**src/mhgs_pkg.sv**
```systemverilog
// Shared constants for the max hourglass sum block.
// Used by the top level and its port checker; depends on nothing.
package mhgs_pkg;

   // Width of the matrix side register and its value after reset.
   localparam int SIDE_W     = 7;
   localparam int RESET_SIDE = 3;

   // Result queue between the max stage and the output port.
   localparam int RSP_DEPTH  = 4;
   localparam int RSP_PTR_W  = 2;
   localparam int RSP_CNT_W  = 3;

   // Per-word control bits that travel down the pipeline.
   typedef struct packed {
      logic valid;
      logic sum_en;
      logic last;
   } stage_ctrl_type;

endpackage

```
**src/mhgs_ram.sv**
```systemverilog
// Generic single-clock RAM: one write port, one read port, registered read.
// A read of the address written in the same cycle returns the old data.
// No dependencies.
module mhgs_ram #(
   parameter int WIDTH = 32,
   parameter int DEPTH = 64
) (
   input  logic                     clock,
   input  logic                     wr_en,
   input  logic [$clog2(DEPTH)-1:0] wr_addr,
   input  logic [WIDTH-1:0]         wr_data,
   input  logic                     rd_en,
   input  logic [$clog2(DEPTH)-1:0] rd_addr,
   output logic [WIDTH-1:0]         rd_data
);

   logic [WIDTH-1:0] mem_ff [0:DEPTH-1];
   logic [WIDTH-1:0] rd_data_ff;

   always_ff @(posedge clock) begin
      if (wr_en) begin
         mem_ff[wr_addr] <= wr_data;
      end
      if (rd_en) begin
         rd_data_ff <= mem_ff[rd_addr];
      end
   end

   assign rd_data = rd_data_ff;

endmodule

```
**src/max_hourglass_sum_3x3.sv**
```systemverilog
// Max 3x3 hourglass sum over a square matrix streamed in raster order.
// Throughput: one element per cycle; the line buffer RAM is read at accept and
// written back in the next cycle, so every element costs one read and one write.
// The result word passes the s1 and s2 registers, then the result queue.
// Input stalls only while 4 results are pending. Reset is synchronous; the
// line buffer RAM is not cleared, so no clearing pass follows reset.
module max_hourglass_sum_3x3 #(
   parameter int MAX_SIDE   = 64,
   parameter int DATA_WIDTH = 16
) (
   input  logic                                      clock,
   input  logic                                      reset,
   // config: matrix side
   input  logic                                      csr_valid,
   output logic                                      csr_ready,
   input  logic [mhgs_pkg::SIDE_W-1:0]               csr_data,
   // request stream
   input  logic                                      req_tvalid,
   output logic                                      req_tready,
   input  logic [((DATA_WIDTH+7)/8)*8-1:0]           req_tdata,  // element_value
   // response stream
   output logic                                      rsp_tvalid,
   input  logic                                      rsp_tready,
   output logic [((DATA_WIDTH+3+7)/8)*8-1:0]         rsp_tdata,  // max_sum
   output logic                                      rsp_tuser   // found
);

   localparam int CW     = $clog2(MAX_SIDE);
   localparam int CMPW   = ((CW > mhgs_pkg::SIDE_W) ? CW : mhgs_pkg::SIDE_W) + 1;
   localparam int SUM_W  = DATA_WIDTH + 3;
   localparam int OUT_TW = ((SUM_W + 7) / 8) * 8;
   localparam int RAM_W  = 2 * DATA_WIDTH;
   localparam logic signed [SUM_W-1:0] SUM_MOST_NEG = {1'b1, {(SUM_W-1){1'b0}}};

   // ---------------- config and position counters ----------------
   logic [mhgs_pkg::SIDE_W-1:0] side_ff;
   logic [CMPW-1:0]             side_eff;
   logic [CW-1:0]               col_ff, row_ff;
   logic                        csr_wr, accept;
   logic                        col_last, row_last;
   mhgs_pkg::stage_ctrl_type    ctrl0;

   assign csr_ready = 1'b1;
   assign csr_wr    = csr_valid && csr_ready;
   assign accept    = req_tvalid && req_tready;

   always_comb begin
      side_eff = CMPW'(side_ff);
      if (side_ff == '0) begin
         side_eff = CMPW'(1);
      end else if (side_eff > CMPW'(MAX_SIDE)) begin
         side_eff = CMPW'(MAX_SIDE);
      end
   end

   assign col_last     = (CMPW'(col_ff) + CMPW'(1)) >= side_eff;
   assign row_last     = (CMPW'(row_ff) + CMPW'(1)) >= side_eff;
   assign ctrl0.valid  = accept;
   assign ctrl0.sum_en = (row_ff >= CW'(2)) && (col_ff >= CW'(2));
   assign ctrl0.last   = col_last && row_last;

   always_ff @(posedge clock) begin
      if (reset) begin
         side_ff <= mhgs_pkg::SIDE_W'(mhgs_pkg::RESET_SIDE);
         col_ff  <= '0;
         row_ff  <= '0;
      end else if (csr_wr) begin
         side_ff <= csr_data;
         col_ff  <= '0;
         row_ff  <= '0;
      end else if (accept) begin
         if (col_last) begin
            col_ff <= '0;
            row_ff <= row_last ? '0 : row_ff + CW'(1);
         end else begin
            col_ff <= col_ff + CW'(1);
         end
      end
   end

   // ---------------- line buffer: {row above above, row above} per column ----
   mhgs_pkg::stage_ctrl_type s1_ctrl_ff;
   logic signed [DATA_WIDTH-1:0] s1_cur_ff;
   logic [CW-1:0]                s1_addr_ff;
   logic                         s1_fwd_ff;
   logic [RAM_W-1:0]             s1_fwd_data_ff;
   logic [RAM_W-1:0]             ram_rd_data, col_data;
   logic signed [DATA_WIDTH-1:0] top, mid;
   logic                         fwd_hit;

   mhgs_ram #(
      .WIDTH (RAM_W),
      .DEPTH (MAX_SIDE)
   ) u_line_ram (
      .clock   (clock),
      .wr_en   (s1_ctrl_ff.valid),
      .wr_addr (s1_addr_ff),
      .wr_data ({mid, s1_cur_ff}),
      .rd_en   (accept),
      .rd_addr (col_ff),
      .rd_data (ram_rd_data)
   );

   // same column written by the word ahead this cycle: take its write data
   assign fwd_hit  = s1_ctrl_ff.valid && (s1_addr_ff == col_ff);
   assign col_data = s1_fwd_ff ? s1_fwd_data_ff : ram_rd_data;
   assign top      = col_data[RAM_W-1:DATA_WIDTH];
   assign mid      = col_data[DATA_WIDTH-1:0];

   always_ff @(posedge clock) begin
      if (reset) begin
         s1_ctrl_ff <= '0;
      end else begin
         s1_ctrl_ff <= ctrl0;
      end
   end

   always_ff @(posedge clock) begin
      if (accept) begin
         s1_cur_ff      <= req_tdata[DATA_WIDTH-1:0];
         s1_addr_ff     <= col_ff;
         s1_fwd_ff      <= fwd_hit;
         s1_fwd_data_ff <= {mid, s1_cur_ff};
      end
   end

   // ---------------- window and hourglass sum ----------------
   logic signed [DATA_WIDTH-1:0] top_d1_ff, top_d2_ff, mid_d1_ff, cur_d1_ff, cur_d2_ff;
   logic signed [SUM_W-1:0]      sum;
   mhgs_pkg::stage_ctrl_type     s2_ctrl_ff;
   logic signed [SUM_W-1:0]      s2_sum_ff;

   assign sum = SUM_W'(top_d2_ff) + SUM_W'(top_d1_ff) + SUM_W'(top)
              + SUM_W'(mid_d1_ff)
              + SUM_W'(cur_d2_ff) + SUM_W'(cur_d1_ff) + SUM_W'(s1_cur_ff);

   always_ff @(posedge clock) begin
      if (reset || csr_wr) begin
         top_d1_ff <= '0;
         top_d2_ff <= '0;
         mid_d1_ff <= '0;
         cur_d1_ff <= '0;
         cur_d2_ff <= '0;
      end else if (s1_ctrl_ff.valid) begin
         top_d2_ff <= top_d1_ff;
         top_d1_ff <= top;
         mid_d1_ff <= mid;
         cur_d2_ff <= cur_d1_ff;
         cur_d1_ff <= s1_cur_ff;
      end
   end

   always_ff @(posedge clock) begin
      if (reset) begin
         s2_ctrl_ff <= '0;
      end else begin
         s2_ctrl_ff <= s1_ctrl_ff;
      end
   end

   always_ff @(posedge clock) begin
      if (s1_ctrl_ff.valid) begin
         s2_sum_ff <= sum;
      end
   end

   // ---------------- running max ----------------
   logic signed [SUM_W-1:0] max_ff, max_in;
   logic                    found_ff, found_in;
   logic                    push;

   always_comb begin
      max_in   = max_ff;
      found_in = found_ff;
      if (s2_ctrl_ff.sum_en) begin
         if (!found_ff || (s2_sum_ff > max_ff)) begin
            max_in = s2_sum_ff;
         end
         found_in = 1'b1;
      end
   end

   assign push = s2_ctrl_ff.valid && s2_ctrl_ff.last;

   always_ff @(posedge clock) begin
      if (reset || csr_wr) begin
         max_ff   <= SUM_MOST_NEG;
         found_ff <= 1'b0;
      end else if (s2_ctrl_ff.valid) begin
         if (s2_ctrl_ff.last) begin
            max_ff   <= SUM_MOST_NEG;
            found_ff <= 1'b0;
         end else begin
            max_ff   <= max_in;
            found_ff <= found_in;
         end
      end
   end

   // ---------------- result queue ----------------
   logic [SUM_W-1:0]                 q_max_ff   [0:mhgs_pkg::RSP_DEPTH-1];
   logic                             q_found_ff [0:mhgs_pkg::RSP_DEPTH-1];
   logic [mhgs_pkg::RSP_PTR_W-1:0]   wr_ptr_ff, rd_ptr_ff;
   logic [mhgs_pkg::RSP_CNT_W-1:0]   q_count_ff;
   logic [mhgs_pkg::RSP_CNT_W-1:0]   pend_ff;  // results owed, from accept to delivery
   logic                             pop, owe;

   assign pop        = rsp_tvalid && rsp_tready;
   assign owe        = accept && ctrl0.last;
   assign rsp_tvalid = q_count_ff != '0;
   assign rsp_tdata  = OUT_TW'(q_max_ff[rd_ptr_ff]);
   assign rsp_tuser  = q_found_ff[rd_ptr_ff];
   assign req_tready = pend_ff < mhgs_pkg::RSP_CNT_W'(mhgs_pkg::RSP_DEPTH);

   always_ff @(posedge clock) begin
      if (push) begin
         q_max_ff[wr_ptr_ff]   <= max_in;
         q_found_ff[wr_ptr_ff] <= found_in;
      end
   end

   always_ff @(posedge clock) begin
      if (reset) begin
         wr_ptr_ff  <= '0;
         rd_ptr_ff  <= '0;
         q_count_ff <= '0;
         pend_ff    <= '0;
      end else begin
         if (push) begin
            wr_ptr_ff <= wr_ptr_ff + mhgs_pkg::RSP_PTR_W'(1);
         end
         if (pop) begin
            rd_ptr_ff <= rd_ptr_ff + mhgs_pkg::RSP_PTR_W'(1);
         end
         if (push && !pop) begin
            q_count_ff <= q_count_ff + mhgs_pkg::RSP_CNT_W'(1);
         end else if (pop && !push) begin
            q_count_ff <= q_count_ff - mhgs_pkg::RSP_CNT_W'(1);
         end
         if (owe && !pop) begin
            pend_ff <= pend_ff + mhgs_pkg::RSP_CNT_W'(1);
         end else if (pop && !owe) begin
            pend_ff <= pend_ff - mhgs_pkg::RSP_CNT_W'(1);
         end
      end
   end

endmodule

```
**config.mk**
```make
export PLATFORM = sky130hd
export DESIGN_NAME = max_hourglass_sum_3x3
export DESIGN_NICKNAME = d
export VERILOG_FILES = /design/src/mhgs_pkg.sv /design/src/mhgs_ram.sv /design/src/max_hourglass_sum_3x3.sv
export SDC_FILE = /design/constraint.sdc
export NUM_CORES = 2
export LEC_CHECK = 0
export BUFFER_PORTS_ARGS = -buffer_cell sky130_fd_sc_hd__buf_2
export CORE_ASPECT_RATIO = 1.25
export CORE_MARGIN = 10
export CORE_UTILIZATION = 54
export CTS_CLUSTER_DIAMETER = 100
export DETAILED_ROUTE_END_ITERATION = 12
export GPL_ROUTABILITY_DRIVEN = 0
export PLACE_DENSITY = 0.72
export SETUP_SLACK_MARGIN = 0.02
export SLEW_MARGIN = 10
export SYNTH_ARGS = -nofsm -noshare
export SYNTH_HDL_FRONTEND = slang
export SYNTH_SLANG_ARGS = --single-unit
```
**constraint.sdc**
```tcl
create_clock -name clock -period 14.4 [get_ports clock]
set_input_delay 1.44 -clock clock [delete_from_list [all_inputs] [get_ports clock]]
set_output_delay 1.44 -clock clock [all_outputs]
set_load 0.05 [all_outputs]
```
Word-level counts from Yosys, hierarchy flattened

Memory sizes are Yosys's and may differ from the RTL's. A register that Yosys moved wholly into a read port is not among the register bits.
Cells that the tools add are included.

Bits in registers: 209
Memory bits (writable): 2128
Input bits: 28
Output and inout port bits: 28
Word-level logic and storage cells: 97
Memories: 3

Add/sub/neg operators: 16
Magnitude comparators: 7
Eq/ne operators: 1
Muxes and demuxes: 22
Reductions and logical operators: 23

Memories:

| memory            | depth | width | read ports | clocked after Yosys merged registers in | wr ports | line                         | RTL |
|---|---|---|---|---|---|---|---|
| u_line_ram.mem_ff | 64    | 32    | 1          | 1                                       | 1        | mhgs_ram.sv:17               | `logic [WIDTH-1:0] mem_ff [0:DEPTH-1];` |
| q_max_ff          | 4     | 19    | 1          | 1                                       | 1        | max_hourglass_sum_3x3.sv:201 | `logic [SUM_W-1:0] q_max_ff [0:mhgs_pkg::RSP_DEPTH-1];` |
| q_found_ff        | 4     | 1     | 1          | 1                                       | 1        | max_hourglass_sum_3x3.sv:202 | `logic q_found_ff [0:mhgs_pkg::RSP_DEPTH-1];` |

Operators by type and width:

| cell                                                               | number |
|---|---|
| adder 19 x 16 -> 19 bit                                            | 3 |
| two-way mux 19 bit                                                 | 3 |
| two-way mux 32 bit                                                 | 1 |
| adder 18 x 16 -> 19 bit                                            | 1 |
| > comparator 19 bit                                                | 1 |
| adder 17 x 16 -> 18 bit                                            | 1 |
| adder 16 x 16 -> 17 bit                                            | 1 |
| greater-or-equal comparator 7 x 8 -> 1 bit                         | 2 |
| adder 6 x 1 -> 7 bit (second input constant)                       | 2 |
| adder 6 x 1 -> 6 bit (second input constant)                       | 2 |
| greater-or-equal comparator 6 x 2 -> 1 bit (second input constant) | 2 |
| two-way mux 3 bit                                                  | 4 |
| two-way mux 6 bit                                                  | 2 |
| logical AND 1 bit                                                  | 11 |
| two-way mux 2 bit                                                  | 4 |
| two-way mux 8 bit                                                  | 1 |
| > comparator 7 bit (second input constant)                         | 1 |
| zero test 7 bit                                                    | 1 |
| two-way mux 7 bit                                                  | 1 |
| adder 3 x 1 -> 3 bit (second input constant)                       | 2 |
| == test 6 bit                                                      | 1 |
| two-way mux 1 bit                                                  | 6 |
| subtractor 3 x 1 -> 3 bit (second input constant)                  | 2 |
| adder 2 x 1 -> 2 bit (second input constant)                       | 2 |
| other kinds (7)                                                    | 12 |

Depth between registers and ports, before layout

Word-level depth: 10
Gate-level depth with buffers: 20

Hierarchy

A second synthesis with hierarchy kept.

Cell total of the unflattened synthesis: 4558
Area, all modules: 93604.8 um^2

By module, submodules not included:

| module                | instances | cells each | area an instance (um^2) | sequential area each (um^2) |
|---|---|---|---|---|
| mhgs_ram              | 1         | 3324       | 78835.6                 | 62459.9 |
| max_hourglass_sum_3x3 | 1         | 1234       | 14769.2                 | 7367.1 |

Least setup slack after synthesis

No wires, ideal clock.

Kind: reg2reg
Start point: register s1_cur_ff[2]
End point: register s2_sum_ff[17] (data pin)
Setup time: 0.265 ns
Arrival time: 5.116 ns
Required time: 14.135 ns
Path slack: 9.019 ns
Cell stages (with the launch flop): 19
Cell sequence: edfxtp_1 > inv_1 > fa_1 > inv_1 > fa_1 > inv_1 > fa_1 > inv_1 > fa_1 > inv_1 > fa_1 > nor2b_1 > o21ai_0 > a21boi_0 > o211ai_1 > a21boi_0 > o21ai_0 > o21ai_0 > xor2_1

Word-level cells in the longest chain between the ends: 1

Ends and longest elaborated chain:

| element                 | line                         | RTL |
|---|---|---|
| from (decl)             | max_hourglass_sum_3x3.sv:83  | `logic signed [DATA_WIDTH-1:0] s1_cur_ff;` |
| from (signal assigned)  | max_hourglass_sum_3x3.sv:120 | `s1_cur_ff <= req_tdata[DATA_WIDTH-1:0];` |
| adder 19 x 16 -> 19 bit | max_hourglass_sum_3x3.sv:135 | `+ SUM_W'(cur_d2_ff) + SUM_W'(cur_d1_ff) + SUM_W'(s1_cur_ff);` |
| named net sum[17]       | max_hourglass_sum_3x3.sv:129 | `logic signed [SUM_W-1:0] sum;` |
| to (signal assigned)    | max_hourglass_sum_3x3.sv:163 | `s2_sum_ff <= sum;` |
| to (decl)               | max_hourglass_sum_3x3.sv:131 | `logic signed [SUM_W-1:0] s2_sum_ff;` |

The timed path passes the listed nets, and every way through them passes these cells.
A chain may end at the register's enable or synchronous reset.

Final worst setup path

Start point: register s1_fwd_ff
End point: register s2_sum_ff[17] (data pin)

Word-level cells in the longest chain between the ends: 6

Ends and longest elaborated chain:

| element                               | line                         | RTL |
|---|---|---|
| from (decl)                           | max_hourglass_sum_3x3.sv:85  | `logic s1_fwd_ff;` |
| from (signal assigned)                | max_hourglass_sum_3x3.sv:122 | `s1_fwd_ff <= fwd_hit;` |
| two-way mux 32 bit                    | max_hourglass_sum_3x3.sv:106 | `assign col_data = s1_fwd_ff ? s1_fwd_data_ff : ram_rd_data;` |
| named net col_data[17]                | max_hourglass_sum_3x3.sv:87  | `logic [RAM_W-1:0] ram_rd_data, col_data;` |
| adder 17 x 16 -> 18 bit               | max_hourglass_sum_3x3.sv:133 | `assign sum = SUM_W'(top_d2_ff) + SUM_W'(top_d1_ff) + SUM_W'(top)` |
| adder 18 x 16 -> 19 bit               | max_hourglass_sum_3x3.sv:134 | `+ SUM_W'(mid_d1_ff)` |
| adder 19 x 16 -> 19 bit (3 in series) | max_hourglass_sum_3x3.sv:135 |  |
| named net sum[17]                     | max_hourglass_sum_3x3.sv:129 |  |

The timed path passes the listed nets, and every way through them passes these cells.

==> flow_summary_export.csv <==
group,metric,value,unit
drt,drc,0,
flow_run,maxCapViolCount,0,
global_route,overflow,0,
global_route,grt_max_degree,110,
drt,dr.pass1.iters,7,
cts,holdBufCountCts,0,
sta,period_share,42.2,%
synthesis,ys_ff_latch,2371,
run_status,status,"finished clean",
sta,setup_viol,0,
global_route,track_usage,22.8,%
placement,placed_cells,6730,
die,initial_core_util,54.3,%
drt,vias,44411,
cts,cts_resized,0,
sta,layout_setup_ws,8.33,ns
cts,clk_pin_slew,0.07,ns
sta,finalSetupTns,0,ns
synthesis,synth_cell_types,59,
finish,fin_nets,4781,
synthesis,yosysSeqAreaShare,74.0,%
cts,cts_max_path_buffers,3,
cts,cts_tree,"yes",
global_route,grt_pass1_vias,45149,
cts,cts-buffers-inserted,209,
global_route,antenna_found_initial,13,
power,power,15900,uW
synthesis,synth_top_area_share,71.1,%
sta,worst_pin_slew,1.23,ns
sta,slew_headroom,17.8,%
setup_path,cp.required,14.98,ns
drt,drt-total-wl,219000,um
synthesis,postSynthAreaPerCell,21.3,um2
die,die_h,487,um
finish,layout_commonest_cell,"edfxtp_1",
global_route,grt_pass1_wl,319000,um
placement,dpl.hpwl,116000,um
die,die_w,394,um
min_path,hp-class,"reg -> reg",
sta,slew_viol_final,0,
die,rows,171,
cts,cts_root_buf,"clkbuf_16",
power,p_leak,0.0320,uW
synthesis,synth_edf_count,2234,
placement,place_ws,8.39,ns
setup_path,critical_path_class,"reg -> reg",
die,core-area,174000,um2
synthesis,ys_warn_count,0,
cts,htree_levels,4,
setup_path,crit_fanout,18,
die,dieArea,192000,um2
finish,syn_to_final_growth,10.9,%
finish,final_cells,7121,
finish,final_layout_size_suffix_gt1_share,24.6,%
sta,skew,0.0267,ns
sta,rsz0062_at_grt,"no",
sta,max_freq,0.165,GHz
synthesis,synth_area_leaders,"edfxtp_1 (71%), mux4_2 (14%), mux2i_1 (4.0%)",
cts,clk-insertion-delay-late,0.85,ns
synthesis,synth_top_cell_by_area,"edfxtp_1",
setup_path,arrival,6.65,ns
cts,cts_setup_buffers,0,
cts,numClockSinks,2371,
drt,wire_per_inst,30.8,um
finish,final_cell_mix,"edfxtp_1 (2234), mux4_2 (596), mux2i_1 (375)",
placement,io_buffers,49,
die,num_io_pins,56,
synthesis,postSynthCellCount,4437,
setup_path,cp-end-kind,"register",
synthesis,synth_area,94400,um2
setup_path,start_kind,"register",
drt,drt_iter0_drc,5433,
synthesis,async_flop_share,0,%
power,irDropWorstVdd,0.000149,V
sta,post-route-min-period,6.07,ns
synthesis,synthFlopType,"edfxtp_1",
sta,hold_viol_final,0,
drt,viasPerCell,6.24,
power,power.density,152,nW/um2
drt,ant_nets,0,
==> metrics by stage <==
stage | cell area [um2] | hold slack [ns] | util [%]
3_3_place_gp | 97900 | 0.434 | 56.4
3_5_place_dp | 97900 | 0.433 | 56.4
4_1_cts | 105000 | 0.471 | 60.2
6_report | 105000 | 0.472 | 60.2
5_1_grt | 105000 | 0.486 | 60.2
2_1_floorplan | 94400 | 0.403 | -
==> registers in the layout (all words and copies together) (netlist names), 7 cells and up, named ones only <==
signal              flops
max_ff                 19
s1_fwd_data_ff         32
side_ff                 7
s2_sum_ff              19
s1_cur_ff              16
top_d1_ff              16
u_line_ram.rd_data     32
cur_d2_ff              16
q_max_ff               76
mid_d1_ff              16
top_d2_ff              16
cur_d1_ff              16
u_line_ram.mem_ff    2048
==> cells by family after synthesis <==
family	share of synthesized area [%]
DFF	74.0
adders and majority gates	2.62
AOI/OAI and AO/OA	1.03
and+or+nand+nor	1.49
other	0.00796
muxes	18.5
xor gates and xnor gates	0.362
buffers and inverters	2.05
==> worst max-delay path, cell delays in order (launching register included) <==
cell and delay, ns:
edfxtp_1 0.82, buf_4 0.48, mux2_2 0.41, fa_1 0.51
inv_1 0.05, fa_1 0.44, fa_1 0.49, inv_1 0.04
ha_1 0.27, ha_1 0.16, inv_1 0.06, fa_1 0.45
nor2b_1 0.12, o21ai_0 0.10, a21boi_0 0.47, o211ai_1 0.17
a21boi_0 0.32, o21ai_0 0.13, o21ai_0 0.21, xor2_1 0.09
==> power by group <==
part	internal [uW]	switching (uW)
combinational	733	1360
sequential	8140	120
clock	3060	2460
total	11900	3940
==> metal layers <==
layer  part of all wire [%]  global-route usage, %
met5                  0.025                      0
met3                    8.9                   4.72
met2                     51                   38.6
met1                     37                   29.8
met4                    3.2                   7.30
==> synth_stat cells (all sizes together) (2+ instances only) <==
| library cell | count |
|---|---|
| edfxtp | 2234 |
| mux4 | 596 |
| mux2i | 375 |
| inv | 206 |
| nor2 | 172 |
| dfxtp | 137 |
| buf | 134 |
| clkbuf | 89 |
| fa | 84 |
| ha | 63 |
| nand2 | 45 |
| o21ai | 34 |
| a21oi | 24 |
| xnor2 | 23 |
| mux2 | 22 |
| nand3 | 20 |
| a22o | 19 |
| nor3 | 16 |
| xor2 | 16 |
| a211oi | 13 |
| a21o | 12 |
| nand2b | 12 |
| nor2b | 11 |
| and3 | 10 |
| o211ai | 7 |
| nand4 | 6 |
| or3 | 6 |
| a32o | 5 |
| o21a | 5 |
| a21boi | 4 |
| a31oi | 3 |
| nand3b | 3 |
| o21bai | 3 |
| a211o | 2 |
| a22oi | 2 |
| and2 | 2 |
| conb | 2 |
| nand4b | 2 |
| nor3b | 2 |
| o22ai | 2 |
| o31ai | 2 |
| or2 | 2 |
| or4 | 2 |
==> layout make-up <==
type | count | area, um2
Antenna cell | 1 | 2.50
Clock inverter | 133 | 1190
Tap cell | 2335 | 2920
Fill cell | 11972 | 69100
Clock buffer | 257 | 5540
Multi-Input combinational cell | 1641 | 23100
Sequential cell | 2371 | 69900
Inverter | 206 | 776
Timing Repair Buffer | 177 | 1260
==> worst paths after layout <==
| kind | startpoint | to | slack, ns | cells after the start |
|---|---|---|---|---|
| setup / recovery | s1_fwd_ff$_DFFE_PP_ | s2_sum_ff[17]$_DFFE_PP_ | 8.33 | 19 |
| hold / removal | s1_ctrl_ff[1]$_SDFF_PP0_ | s2_ctrl_ff[1]$_SDFF_PP0_ | 0.47 | 1 |
| setup reg to reg | s1_fwd_ff$_DFFE_PP_ | s2_sum_ff[17]$_DFFE_PP_ | 8.33 | 19 |
| hold reg to reg | s1_ctrl_ff[1]$_SDFF_PP0_ | s2_ctrl_ff[1]$_SDFF_PP0_ | 0.47 | 1 |
Note: power is estimated with default switching activity, not from simulation.
